===== src/rtl/bdq_pkg.sv =====
`timescale 1ns / 1ps

package bdq_pkg;

  localparam int DEPTH   = 8;
  localparam int ADDR_W  = (DEPTH > 1) ? $clog2(DEPTH) : 1;
  localparam int CNT_W   = $clog2(DEPTH + 1);
  localparam int WORD_W  = 32;
  localparam int FILL_W  = 4;

  typedef enum logic [1:0] {
    ACT_PUSH_FRONT = 2'd0,
    ACT_PUSH_BACK  = 2'd1,
    ACT_POP_FRONT  = 2'd2,
    ACT_POP_BACK   = 2'd3
  } action_t;

  typedef enum logic [1:0] {
    ST_OK    = 2'd0,
    ST_FULL  = 2'd1,
    ST_EMPTY = 2'd2
  } status_t;

  typedef struct packed {
    logic              wr_en;
    logic [ADDR_W-1:0] wr_addr;
    logic [WORD_W-1:0] wr_data;
    logic              rd_en;
    logic [ADDR_W-1:0] rd_addr;
  } mem_req_t;

  // (base + offset) modulo DEPTH, both operands below DEPTH
  function automatic logic [ADDR_W-1:0] ring_pos(input logic [ADDR_W-1:0] base,
                                                 input logic [CNT_W-1:0]  offset);
    logic [CNT_W+ADDR_W:0] sum;
    sum = {{(CNT_W+1){1'b0}}, base} + {{(ADDR_W+1){1'b0}}, offset};
    if (sum >= (CNT_W+ADDR_W+1)'(DEPTH)) begin
      sum = sum - (CNT_W+ADDR_W+1)'(DEPTH);
    end
    return sum[ADDR_W-1:0];
  endfunction

endpackage


===== src/rtl/bdq_store.sv =====
`timescale 1ns / 1ps

module bdq_store
  import bdq_pkg::*;
(
  input  logic              clk,
  input  mem_req_t          req,
  output logic [WORD_W-1:0] rd_data
);

  logic [WORD_W-1:0] mem [DEPTH];

  always_ff @(posedge clk) begin
    if (req.wr_en) begin
      mem[req.wr_addr] <= req.wr_data;
    end
  end

  always_ff @(posedge clk) begin
    if (req.rd_en) begin
      rd_data <= mem[req.rd_addr];
    end
  end

endmodule


===== src/rtl/bdq_ctrl.sv =====
`timescale 1ns / 1ps

module bdq_ctrl
  import bdq_pkg::*;
(
  input  logic                     clk,
  input  logic                     rst,
  input  logic                     item_valid,
  output logic                     item_ready,
  input  logic [1:0]               action,
  input  logic signed [WORD_W-1:0] push_value,
  output logic                     result_valid,
  input  logic                     result_ready,
  output logic signed [WORD_W-1:0] pop_value,
  output logic [1:0]               status,
  output logic [FILL_W-1:0]        fill_level,
  output mem_req_t                 req,
  input  logic [WORD_W-1:0]        rd_data
);

  typedef enum logic [1:0] {
    S_IDLE = 2'b01,
    S_READ = 2'b10
  } state_t;

  state_t             state, state_next;
  logic [ADDR_W-1:0]  head, head_next;
  logic [CNT_W-1:0]   count, count_next;
  status_t            stat_next;
  logic               accept;
  logic               is_push;
  logic               is_full;
  logic               is_empty;
  logic               pop_ok;
  logic [CNT_W+FILL_W-1:0] fill_ext;

  assign item_ready = (state == S_IDLE) && (!result_valid || result_ready);
  assign accept     = item_valid && item_ready;
  assign is_push    = (action == ACT_PUSH_FRONT) || (action == ACT_PUSH_BACK);
  assign is_full    = (count == CNT_W'(DEPTH));
  assign is_empty   = (count == '0);
  assign pop_ok     = accept && !is_push && !is_empty;

  always_comb begin
    head_next  = head;
    count_next = count;
    stat_next  = ST_OK;
    req        = '0;
    req.wr_data = push_value;
    unique case (action)
      ACT_PUSH_FRONT: begin
        if (is_full) begin
          stat_next = ST_FULL;
        end else begin
          head_next   = (head == '0) ? ADDR_W'(DEPTH - 1) : head - 1'b1;
          count_next  = count + 1'b1;
          req.wr_en   = accept;
          req.wr_addr = head_next;
        end
      end
      ACT_PUSH_BACK: begin
        if (is_full) begin
          stat_next = ST_FULL;
        end else begin
          count_next  = count + 1'b1;
          req.wr_en   = accept;
          req.wr_addr = ring_pos(head, count);
        end
      end
      ACT_POP_FRONT: begin
        if (is_empty) begin
          stat_next = ST_EMPTY;
        end else begin
          head_next   = ring_pos(head, CNT_W'(1));
          count_next  = count - 1'b1;
          req.rd_en   = accept;
          req.rd_addr = head;
        end
      end
      default: begin
        if (is_empty) begin
          stat_next = ST_EMPTY;
        end else begin
          count_next  = count - 1'b1;
          req.rd_en   = accept;
          req.rd_addr = ring_pos(head, count - 1'b1);
        end
      end
    endcase
  end

  assign fill_ext = {{FILL_W{1'b0}}, count_next};

  always_comb begin
    state_next = state;
    unique case (state)
      S_IDLE: begin
        if (pop_ok) begin
          state_next = S_READ;
        end
      end
      S_READ: begin
        state_next = S_IDLE;
      end
      default: begin
        state_next = S_IDLE;
      end
    endcase
  end

  always_ff @(posedge clk) begin
    if (rst) begin
      state        <= S_IDLE;
      head         <= '0;
      count        <= '0;
      result_valid <= 1'b0;
    end else begin
      state <= state_next;
      if (accept) begin
        head  <= head_next;
        count <= count_next;
      end
      priority if (state == S_READ) begin
        result_valid <= 1'b1;
      end else if (accept) begin
        result_valid <= !pop_ok;
      end else if (result_ready) begin
        result_valid <= 1'b0;
      end
    end
  end

  // hold the result word; popped data is taken from the memory's read register in S_READ
  always_ff @(posedge clk) begin
    if (state == S_READ) begin
      pop_value <= rd_data;
    end else if (accept) begin
      pop_value  <= '0;
      status     <= stat_next;
      fill_level <= fill_ext[FILL_W-1:0];
    end
  end

endmodule


===== src/rtl/bounded_deque.sv =====
`timescale 1ns / 1ps
// Bounded double-ended queue of 32-bit signed words, DEPTH entries in a ring.
// Input channel (item_valid/item_ready): action selects push front, push back,
// pop front or pop back; push_value carries the word for pushes.
// Output channel (result_valid/result_ready): one result per word taken,
// giving pop_value (zero unless a pop succeeds), status (ok, full, empty)
// and fill_level after the step.
// Result timing: pushes and rejected operations present their result the
// cycle after acceptance; a successful pop reads the entry memory and takes
// the registered read data in S_READ, during which no new word is taken.
// Throughput: one push per cycle unless the receiver stalls.
// A new word is taken while the previous result is being taken in the same
// cycle; while the receiver stalls, the result register holds and the input
// side stops accepting.
// Reset empties the queue (head and fill count cleared); entry contents are
// left as they are and are never read before being written.

module bounded_deque
  import bdq_pkg::*;
(
  input  logic                     clk,
  input  logic                     rst,
  input  logic                     item_valid,
  output logic                     item_ready,
  input  logic [1:0]               action,
  input  logic signed [WORD_W-1:0] push_value,
  output logic                     result_valid,
  input  logic                     result_ready,
  output logic signed [WORD_W-1:0] pop_value,
  output logic [1:0]               status,
  output logic [FILL_W-1:0]        fill_level
);

  mem_req_t          req;
  logic [WORD_W-1:0] rd_data;

  bdq_ctrl u_ctrl (
    .clk          (clk),
    .rst          (rst),
    .item_valid   (item_valid),
    .item_ready   (item_ready),
    .action       (action),
    .push_value   (push_value),
    .result_valid (result_valid),
    .result_ready (result_ready),
    .pop_value    (pop_value),
    .status       (status),
    .fill_level   (fill_level),
    .req          (req),
    .rd_data      (rd_data)
  );

  bdq_store u_store (
    .clk     (clk),
    .req     (req),
    .rd_data (rd_data)
  );

endmodule

===== config.mk =====
export PLATFORM = sky130hd
export DESIGN_NAME = bounded_deque
export DESIGN_NICKNAME = d
export VERILOG_FILES = /design/src/rtl/bdq_pkg.sv /design/src/rtl/bdq_store.sv /design/src/rtl/bdq_ctrl.sv /design/src/rtl/bounded_deque.sv
export SDC_FILE = /design/constraint.sdc
export NUM_CORES = 1
export LEC_CHECK = 0
export BUFFER_PORTS_ARGS = -buffer_cell sky130_fd_sc_hd__buf_2
export CORE_ASPECT_RATIO = 0.6
export CORE_UTILIZATION = 50
export CTS_CLUSTER_SIZE = 10
export DETAILED_ROUTE_END_ITERATION = 10
export PLACE_DENSITY = 0.67
export SLEW_MARGIN = 10
export SYNTH_ARGS = -nofsm -noshare
export SYNTH_HDL_FRONTEND = slang
export SYNTH_SLANG_ARGS = --single-unit

===== constraint.sdc =====
create_clock -name clk -period 5.8 [get_ports clk]
set_clock_uncertainty 0.05 [all_clocks]
set_input_delay 0.58 -clock clk [delete_from_list [all_inputs] [get_ports clk]]
set_output_delay 0.58 -clock clk [all_outputs]
set_load 0.02 [all_outputs]

; ---- Word-level counts from Yosys, hierarchy flattened
; Memory sizes are Yosys's and may differ from the RTL's. A register that Yosys moved wholly into a read port is not among the register bits.
; Index checks and enable logic that the tools add are counted.
[totals]
ff_bits = 48
latch_bits = 0
ram_bits = 256
romBits = 0
inputBits = 38
out_inout_bits = 40
elab_cells = 75
n_memories = 1
[mem_list]
columns = memory, words, width, read_ports, rd_ports_with_merged_regs, write_ports, line_no
row1 = u_store.mem, 8, 32, 1, 1, 1, bdq_store.sv:11  ; logic [WORD_W-1:0] mem [DEPTH];
[op_classes]
add_sub_neg = 9
multipliers = 0
div = 0
order_cmp = 3
eq_ne = 7
n_shift = 0
mux = 26
n_bitwise = 2
reduce_logical = 20
[op_table]
columns = operator, n
row1 = 32-bit 2-to-1 mux, 2
row2 = 4-bit 2-to-1 mux, 7
row3 = 3-bit 2-to-1 mux, 6
row4 = 4-bit case mux with 2 select lines, 2
row5 = "3-bit by 1-bit subtractor with 3-bit output, second input constant", 4
row6 = 3-bit by 4-bit adder with 5-bit output, 2
row7 = "5-bit by 4-bit greater-or-equal comparator with 1-bit output, second input constant", 2
row8 = 1-bit 2-to-1 mux, 6
row9 = 3-bit case mux with 2 select lines, 1
row10 = "3-bit by 1-bit adder with 4-bit output, second input constant", 1
row11 = "4-bit by 1-bit adder with 4-bit output, second input constant", 1
row12 = "2-bit by 1-bit == test with 1-bit output, second input constant", 2
row13 = "2-bit == test, second input constant", 2
row14 = "4-bit == test, second input constant", 1
row15 = "4-bit greater-or-equal comparator, second input constant", 1
row16 = 1-bit logical AND, 4
row17 = 1-bit logical NOT, 4
row18 = 4-bit logical NOT, 1
row19 = 2-bit 2-to-1 mux, 2
row20 = "2-bit != test, second input constant", 2
row21 = 4-bit AND reduction, 1
row22 = 2-bit nonzero test, 2
row23 = 2-bit OR reduction, 2
row24 = "4-bit by 1-bit subtractor with 4-bit output, second input constant", 1
row25 = other kinds (6), 8

; ---- Logic depth before layout (Yosys ltp)
; Gate-level depths: netlist of run 1.
[logic_depth]
depth_word = 9
ltp_mapped = 11
ltp_nobuf = 9

; ---- Modules after synthesis
; A second synthesis of run 1 with hierarchy kept.
[hier_totals]
hier_cells = 640
hier_area_um2 = 13330.3
[modules_own_cells]
columns = module, n_inst, cells_per_inst, area_per_inst_um2, seq_area_each_um2
row1 = bdq_store, 1, 415, 10786.6, 8648.3
row2 = bdq_ctrl, 1, 225, 2543.7, 1341.3

; ---- Worst setup path before layout of run 1
; OpenSTA, ideal clock, no wires.
[synth_path]
path_kind = flip-flop to flip-flop
from = register u_ctrl.count[0]
to = memory u_store.mem[6][0] (enable)
setup_time_ps = 421
arrival_time_ps = 3098
path_slack_ps = 2231
stages_incl_launch_ff = 8
n_path_buf = 0
cell_sequence = dfxtp_1 -> ha_1 -> fa_1 -> xnor2_1 -> a21o_1 -> o2111ai_1 -> or2_2 -> nor2_1
[synth_via]
elab_chain_cells = 5
[synth_rtl]
columns = element, line_no
row1 = from (decl), bdq_ctrl.sv:28  ; logic [CNT_W-1:0] count, count_next;
row2 = from (signal assigned), bdq_ctrl.sv:121  ; count <= count_next;
row3 = 3-bit by 4-bit adder with 5-bit output / 4-bit == test (equally long branches), "bdq_pkg.sv:36, bdq_ctrl.sv:40"
row4 = 5-bit by 4-bit greater-or-equal comparator with 1-bit output (tied with other cells), bdq_pkg.sv:37  ; if (sum >= (CNT_W+ADDR_W+1)'(DEPTH)) begin
row5 = 3-bit 2-to-1 mux / 4-bit case mux with 2 select lines (equally long branches), "bdq_pkg.sv:37, bdq_ctrl.sv:50"
row6 = 4-bit 2-to-1 mux / 1-bit 2-to-1 mux (equally long branches), "bdq_ctrl.sv:62, bdq_store.sv:14"
row7 = 4-bit case mux with 2 select lines *, bdq_ctrl.sv:50  ; unique case (action)
row8 = to (decl), bdq_store.sv:11
; Every way passes the cells marked *; elsewhere a longest branch is shown, timed or not.

; ---- Worst setup path in the final report of run 1
[layout_path]
from = register u_ctrl.count[0]
to = register u_store.rd_data[2], read port of u_store.mem, data pin
[layout_via]
elab_chain_cells = 6
[layout_rtl]
columns = element, line_no
row1 = 4-bit by 1-bit subtractor with 4-bit output, bdq_ctrl.sv:86  ; req.rd_addr = ring_pos(head, count - 1'b1);
row2 = 3-bit by 4-bit adder with 5-bit output, bdq_pkg.sv:36  ; sum = {{(CNT_W+1){1'b0}}, base} + {{(ADDR_W+1){1'b0}}, offset};
row3 = 5-bit by 4-bit greater-or-equal comparator with 1-bit output / 3-bit by 1-bit subtractor with 3-bit output (equally long branches), "bdq_pkg.sv:37, bdq_pkg.sv:38"
row4 = 3-bit 2-to-1 mux, bdq_pkg.sv:37
row5 = 4-bit 2-to-1 mux, bdq_ctrl.sv:81  ; if (is_empty) begin
row6 = 4-bit case mux with 2 select lines *, bdq_ctrl.sv:50
row7 = to (decl), bdq_store.sv:8  ; output logic [WORD_W-1:0] rd_data
; Marks and branches as above.
; A chain may end at the register's enable or synchronous reset.

==> flow_summary.json, run 1 <==
{
  "core_mm2": 0.0264,
  "io_buffers": 77,
  "synth.distinct_cells": 58,
  "start_util": 0.509,
  "synth_common_cells": "326 x edfxtp_1, 56 x and2_1, 54 x nor2_1",
  "wl_um": 29700,
  "io_pins": 78,
  "ys_seq_area_frac": 0.743,
  "swShare": 0.255,
  "clockBufferDepth": 3,
  "yosysTopAreaCellShare": 0.728,
  "arrival_ns": 4.42,
  "synth.most_common_cell": "edfxtp_1",
  "avgSynthCellArea_um2": 16.1,
  "finalCoreUtilization": 0.582,
  "power_leakage_nw": 5.15,
  "synth_flop_cell": "edfxtp_1",
  "tightest_slew_ns": 1.26,
  "cp_data_required_time_ns": 6.07,
  "setup_viol": 0,
  "nets": 967,
  "min_path_type": "in2reg",
  "critPathKind": "reg2reg",
  "root_buffer": "clkbuf_16",
  "drive_above_1_share": 0.199,
  "synth-seq-cells": 336,
  "pwr-share-comb": 0.141,
  "first_iter_violations": 601,
  "fmax_mhz": 241,
  "fp.dieH_um": 129,
  "vdd_drop_max_v": 0.000209,
  "first_global_vias": 7298,
  "clk_pin_slew_ns": 0.05,
  "hold_viol_final": 0,
  "cts_hold_buf": 0,
  "dr.pass1.iters": 5,
  "drv_slew": 0,
  "post_drt_wl_per_cell_um": 23.0,
  "place_area_mm2": 0.0143,
  "vias_per_cell": 5.89,
  "antenna_found_initial": 0,
  "regArea_mm2": 0.00999,
  "seq_power_share": 0.488,
  "instances_no_fill": 1288,
  "finalPower_mw": 5.74,
  "gp_routability_congestion": 0.794,
  "end_kind": "register",
  "htree_levels": 2,
  "synth_area_leaders": "edfxtp_1 73%, mux2i_1 2.7%, and2_1 2.6%",
  "dp_slack_ns": 1.75,
  "grt_max_degree": 66,
  "grtUsageTotal": 0.223,
  "clock_latency_ns": 0.53,
  "pwr-share-clk": 0.371,
  "dp_hpwl_um": 16200,
  "startpoint_type": "register",
  "syn_inst": 836,
  "fp.dieW_um": 214,
  "power_density_mw_per_mm2": 373,
  "synthToLayoutAreaGrowth_pct": 14.2,
  "timing.hold.ws_ns": 0.274,
  "ctsResizeCount": 0,
  "place_inst": 1238,
  "syn_area_mm2": 0.0135,
  "status": "finished, final reports clean",
  "final_cell_area_mm2": 0.0154,
  "crit_fanout": 25,
  "synth.largest_area_cell": "edfxtp_1",
  "num_rows": 46,
  "vias": 7588,
  "overflow": 0,
  "ys_async_sr_fraction": 0,
  "finalSetupTns_ns": 0,
  "fp.dieArea_mm2": 0.0276,
  "power_switching_mw": 1.46,
  "post-cts-setup-buffer-count": 0,
  "slew_headroom": 0.152,
  "cts_tree": "yes",
  "post-route-period-util": 0.714,
  "rsz0062_at_grt": "false",
  "grt_first_pass_wirelength_um": 45300,
  "fin_ws_ns": 1.66,
  "cts_made_buffers": 39,
  "diodes": 0,
  "nFillCells": 2028,
  "intPower_mw": 4.27,
  "synth_edf_count": 326,
  "multi_input_area_mm2": 0.00327,
  "drtAntennaViolNets": 0,
  "clkSinkCount": 336,
  "synth_nets": 883,
  "cap_viol_max_count": 0,
  "drcViolationCount": 0,
  "ys.warnings.count": 0,
  "min_period_ns": 4.14
}
[worst max-delay path, cell delays in order (launching register included)]
cell and delay (ns):
dfxtp_1 0.50, inv_1 0.13, ha_1 0.33, inv_1 0.08
fa_1 0.46, xor3_1 0.24, a21oi_2 0.14, buf_4 0.33
o31a_1 0.94, buf_4 0.40, nor2_1 0.07, a2111oi_1 0.24
[final timing paths]
check,startpoint,to,slack [ns],cells after the start
worst max-delay path,u_ctrl.count[0],u_store.rd_data[2],1.66,11
worst min-delay path,push_value[6],u_store.mem[1][6],0.27,1
worst max register to register,u_ctrl.count[0],u_store.rd_data[2],1.66,11
worst min register to register,u_store.rd_data[15],u_ctrl.pop_value[15],0.46,1
[sequential cells by signal, summed over array words and instances (netlist names)]
name and count:
u_ctrl.state 2, u_ctrl.pop_value 32, u_ctrl.count 4, u_store.rd_data 32
u_ctrl.status 2, u_store.mem 256, u_ctrl.head 3, u_ctrl.fill_level 4
u_ctrl.result_valid 1
[cell type report]
| type | instances | share of cell area |
|---|---|---|
| Sequential cell | 336 | 0.650 |
| Multi-Input combinational cell | 435 | 0.213 |
| Clock buffer | 46 | 0.0673 |
| Timing Repair Buffer | 97 | 0.0357 |
| Tap cell | 360 | 0.0293 |
| Inverter | 11 | 0.00269 |
| Clock inverter | 3 | 0.00187 |
[layer usage]
metal,vias up,share of wire,track usage,wire [µm]
met4,0,0.013,0.0529,400
met1,3796,0.50,0.355,14800
met5,-,0,0,0
met2,291,0.42,0.318,12500
li1,3467,-,-,-
met3,34,0.068,0.0407,2020
[placed cells by master, fill, tap and decap left out, types with 3 or more instances in the layout]
cell type	n
a2111oi_2	19
o21a_1	24
edfxtp_1	326
o22ai_1	8
o32a_1	8
a211oi_1	31
mux2_2	4
nand3_1	3
and3_1	26
and2_1	56
nor4_1	23
mux2i_1	35
clkbuf_1	5
inv_1	11
nor2_1	44
a21oi_1	7
a311oi_1	8
or3_1	3
dfxtp_1	10
nor2_4	9
a2111oi_1	4
buf_4	19
o21ai_0	7
buf_2	77
nor3_1	3
nand2_1	29
clkbuf_16	40
xnor2_1	3
nand2b_1	10
nor3b_1	3
a221oi_1	24
ha_1	7
[power by group through the flow]
stage,Sequential (mW),Combinational (mW),Clock (mW)
2_1_floorplan,2.88,0.517,0
3_3_place_gp,2.85,0.790,0
3_5_place_dp,2.85,0.798,0
4_1_cts,2.80,0.802,2.16
5_1_grt,2.81,0.876,2.25
6_report,2.80,0.807,2.13
[cell families after synthesis]
group                      count (synthesis)  synth area share
buffers and inverters                     65            0.0213
xor gates and xnor gates                   5           0.00539
AOI/OAI and AO/OA                        156             0.100
muxes                                     40            0.0301
adders and majority gates                  9           0.00949
and+or+nand+nor                          225            0.0910
DFF                                      336             0.743
(Power assumes the default switching activity.)
==> run 2, diff against run 1 <==
Clock period 5.8 ns to 4.25 ns, I/O delays scaled along.
==> run 2 against run 1 <==
Worst hold slack worse by 0.16 ns. Sequential power up 36%. Core utilization up 0.68 points. Total power up 38%. Clock-buffer cell count unchanged. First-iteration DRC count up 36%. Fmax up 19%. Clock power up 38%. Global-route usage up 0.26 points.
==> flow_summary.json, run 2 (synthesized netlist as in run 1, its figures left out) <==
{
  "slew_headroom": 0.356,
  "power_density_mw_per_mm2": 510,
  "min_period_ns": 3.47,
  "start_util": 0.509,
  "vias_per_cell": 5.84,
  "wl_met2_um": 12400,
  "post-route-period-util": 0.816,
  "cp_data_required_time_ns": 4.47,
  "critPathKind": "reg2reg",
  "cts_tree": "yes",
  "reg_top3": "u_store.mem: 256 flops, u_ctrl.pop_value: 32 flops, u_store.rd_data: 32 flops",
  "status": "finished, final reports clean",
  "crit_fanout": 16,
  "fp.dieArea_mm2": 0.0276,
  "drive_above_1_share": 0.215,
  "clkSinkCount": 336,
  "place_area_mm2": 0.0145,
  "arrival_ns": 3.69,
  "wl_met3_um": 2330,
  "drtAntennaViolNets": 0,
  "min_from": "push_value[7]",
  "worstSetupStartpoint": "u_ctrl.count[0]",
  "grtUsageTotal": 0.226,
  "dp_hpwl_um": 17000,
  "grt_max_degree": 47,
  "clockBufferDepth": 3,
  "finalCoreUtilization": 0.588,
  "io_pins": 78,
  "end_kind": "register",
  "seq_power_share": 0.483,
  "nets": 985,
  "synthToLayoutAreaGrowth_pct": 15.6,
  "first_iter_violations": 820,
  "drt-met1-wl_um": 15000,
  "post_drt_wl_per_cell_um": 23.0,
  "pwr-share-clk": 0.372,
  "rsz0062_at_grt": "false",
  "clock_latency_ns": 0.52,
  "post-cts-setup-buffer-count": 0,
  "tightest_slew_ns": 0.963,
  "ctsResizeCount": 0,
  "max_stage_delay_ns": 0.55,
  "largest_register_ffs": 256,
  "r2r-end": "u_store.rd_data[19]",
  "nFillCells": 1983,
  "final_common_cell": "edfxtp_1",
  "whs_endpoint": "u_store.mem[0][7]",
  "final_cell_area_mm2": 0.0155,
  "cap_viol_max_count": 0,
  "cts_made_buffers": 39,
  "swShare": 0.252,
  "power_leakage_nw": 5.26,
  "min_path_type": "in2reg",
  "num_rows": 46,
  "clk_pin_slew_ns": 0.06,
  "intPower_mw": 5.92,
  "core_mm2": 0.0264,
  "vdd_drop_max_v": 0.000283,
  "top_register": "u_store.mem",
  "antenna_found_initial": 1,
  "drv_slew": 0,
  "setup_viol": 0,
  "layout_common_cells": "326 x edfxtp_1, 77 x buf_2, 56 x and2_1",
  "topRoutingLayerUsed": "met4",
  "startpoint_type": "register",
  "io_buffers": 77,
  "vias": 7637,
  "fp.dieH_um": 129,
  "gp_routability_congestion": 0.814,
  "rrSetupSlack_ns": 0.78,
  "first_global_vias": 7362,
  "pwr-share-comb": 0.145,
  "htree_levels": 2,
  "drcViolationCount": 0,
  "reg2reg_depth": 9,
  "cts_hold_buf": 0,
  "grt_first_pass_wirelength_um": 45700,
  "fp.dieW_um": 214,
  "dr.pass1.iters": 5,
  "worstPathCellList": "inv_1 -> ha_1 -> inv_1 -> fa_1 -> mux2_2 -> nand2b_1 -> o22ai_1 -> a211oi_1 -> o32a_1",
  "min_path_cells": 1,
  "root_buffer": "clkbuf_16",
  "slowest_stage": "fa_1",
  "finalSetupTns_ns": 0,
  "hold_viol_final": 0,
  "overflow": 0,
  "wl_um": 30100,
  "power_switching_mw": 2.00,
  "fmax_mhz": 289,
  "timing.rr.start": "u_ctrl.count[0]",
  "crit_top_cell": "inv_1"
}
==> run 2: changes by cell type in the layout (fill, tap and decap cells not counted) <==
| cell | previous run | this run |
|---|---|---|
| clkbuf_8 | 1 | 0 |
| diode_2 | 0 | 1 |
| bufinv_16 | 0 | 1 |
| clkinv_1 | 1 | 0 |
| buf_4 | 19 | 35 |
| buf_12 | 1 | 3 |
| clkbuf_1 | 5 | 6 |
==> run 2: cell type report <==
type                    count  area (µm²)  area share
clock buffers              46        1020      0.0658
multi-input cells         435        3270       0.211
diodes                      1        2.50    0.000161
repair buffers            115         708      0.0456
well taps                 360         450      0.0290
clock inverters             3        55.1     0.00354
inverters                  11        41.3     0.00266
flip-flops and latches    336        9990       0.643
==> run 2: how the worst max path moves through the flow <==
stage / end / slack, ns / depth (start not counted)
finish: u_store.rd_data[19] / 0.78 / 9
global route: u_store.rd_data[11] / 0.62 / 9
CTS: u_store.rd_data[11] / 0.82 / 9
detailed placement: u_store.rd_data[11] / 0.85 / 9
global placement: u_store.mem[3][9] / 0.95 / 8
floorplan: u_store.mem[6][0] / 0.68 / 7
==> run 2: metrics by stage <==
step / total power, mW / hold WS, ns / worst slack (ns) / instances
6_report: 7.92 / 0.115 / 0.784 / 1307
3_5_place_dp: 5.04 / 0.453 / 0.847 / 1257
4_1_cts: 7.98 / 0.0969 / 0.822 / 1306
3_3_place_gp: 5.02 / 0.450 / 0.950 / 1257
2_1_floorplan: 4.63 / 0.447 / 0.681 / 836
5_1_grt: 8.21 / 0.0987 / 0.616 / 1307
==> run 2: per-layer routing <==
metal / global-route usage / vias up
met5: 0 / -
met4: 0.0576 / 0
met3: 0.0499 / 38
met2: 0.304 / 305
met1: 0.367 / 3798
li1: - / 3496
==> run 2: worst max-delay path, delay by kind of cell, from the launching register on <==
family                   cells  cell delay, ns
multiplexers                 1            0.30
buffers and inverters        2            0.21
flip-flops                   1            0.50
AND/OR/NAND/NOR              1            0.49
adder cells (fa/ha/maj)      2            0.88
AO/OA/AOI/OAI                3            0.77
==> run 2: power groups by stage <==
stage               clock network, mW  registers, mW  logic [mW]
floorplan                           0           3.93       0.705
global placement                    0           3.89        1.14
detailed placement                  0           3.89        1.15
CTS                              3.00           3.82        1.16
global route                     3.13           3.83        1.25
finish                           2.95           3.82        1.15
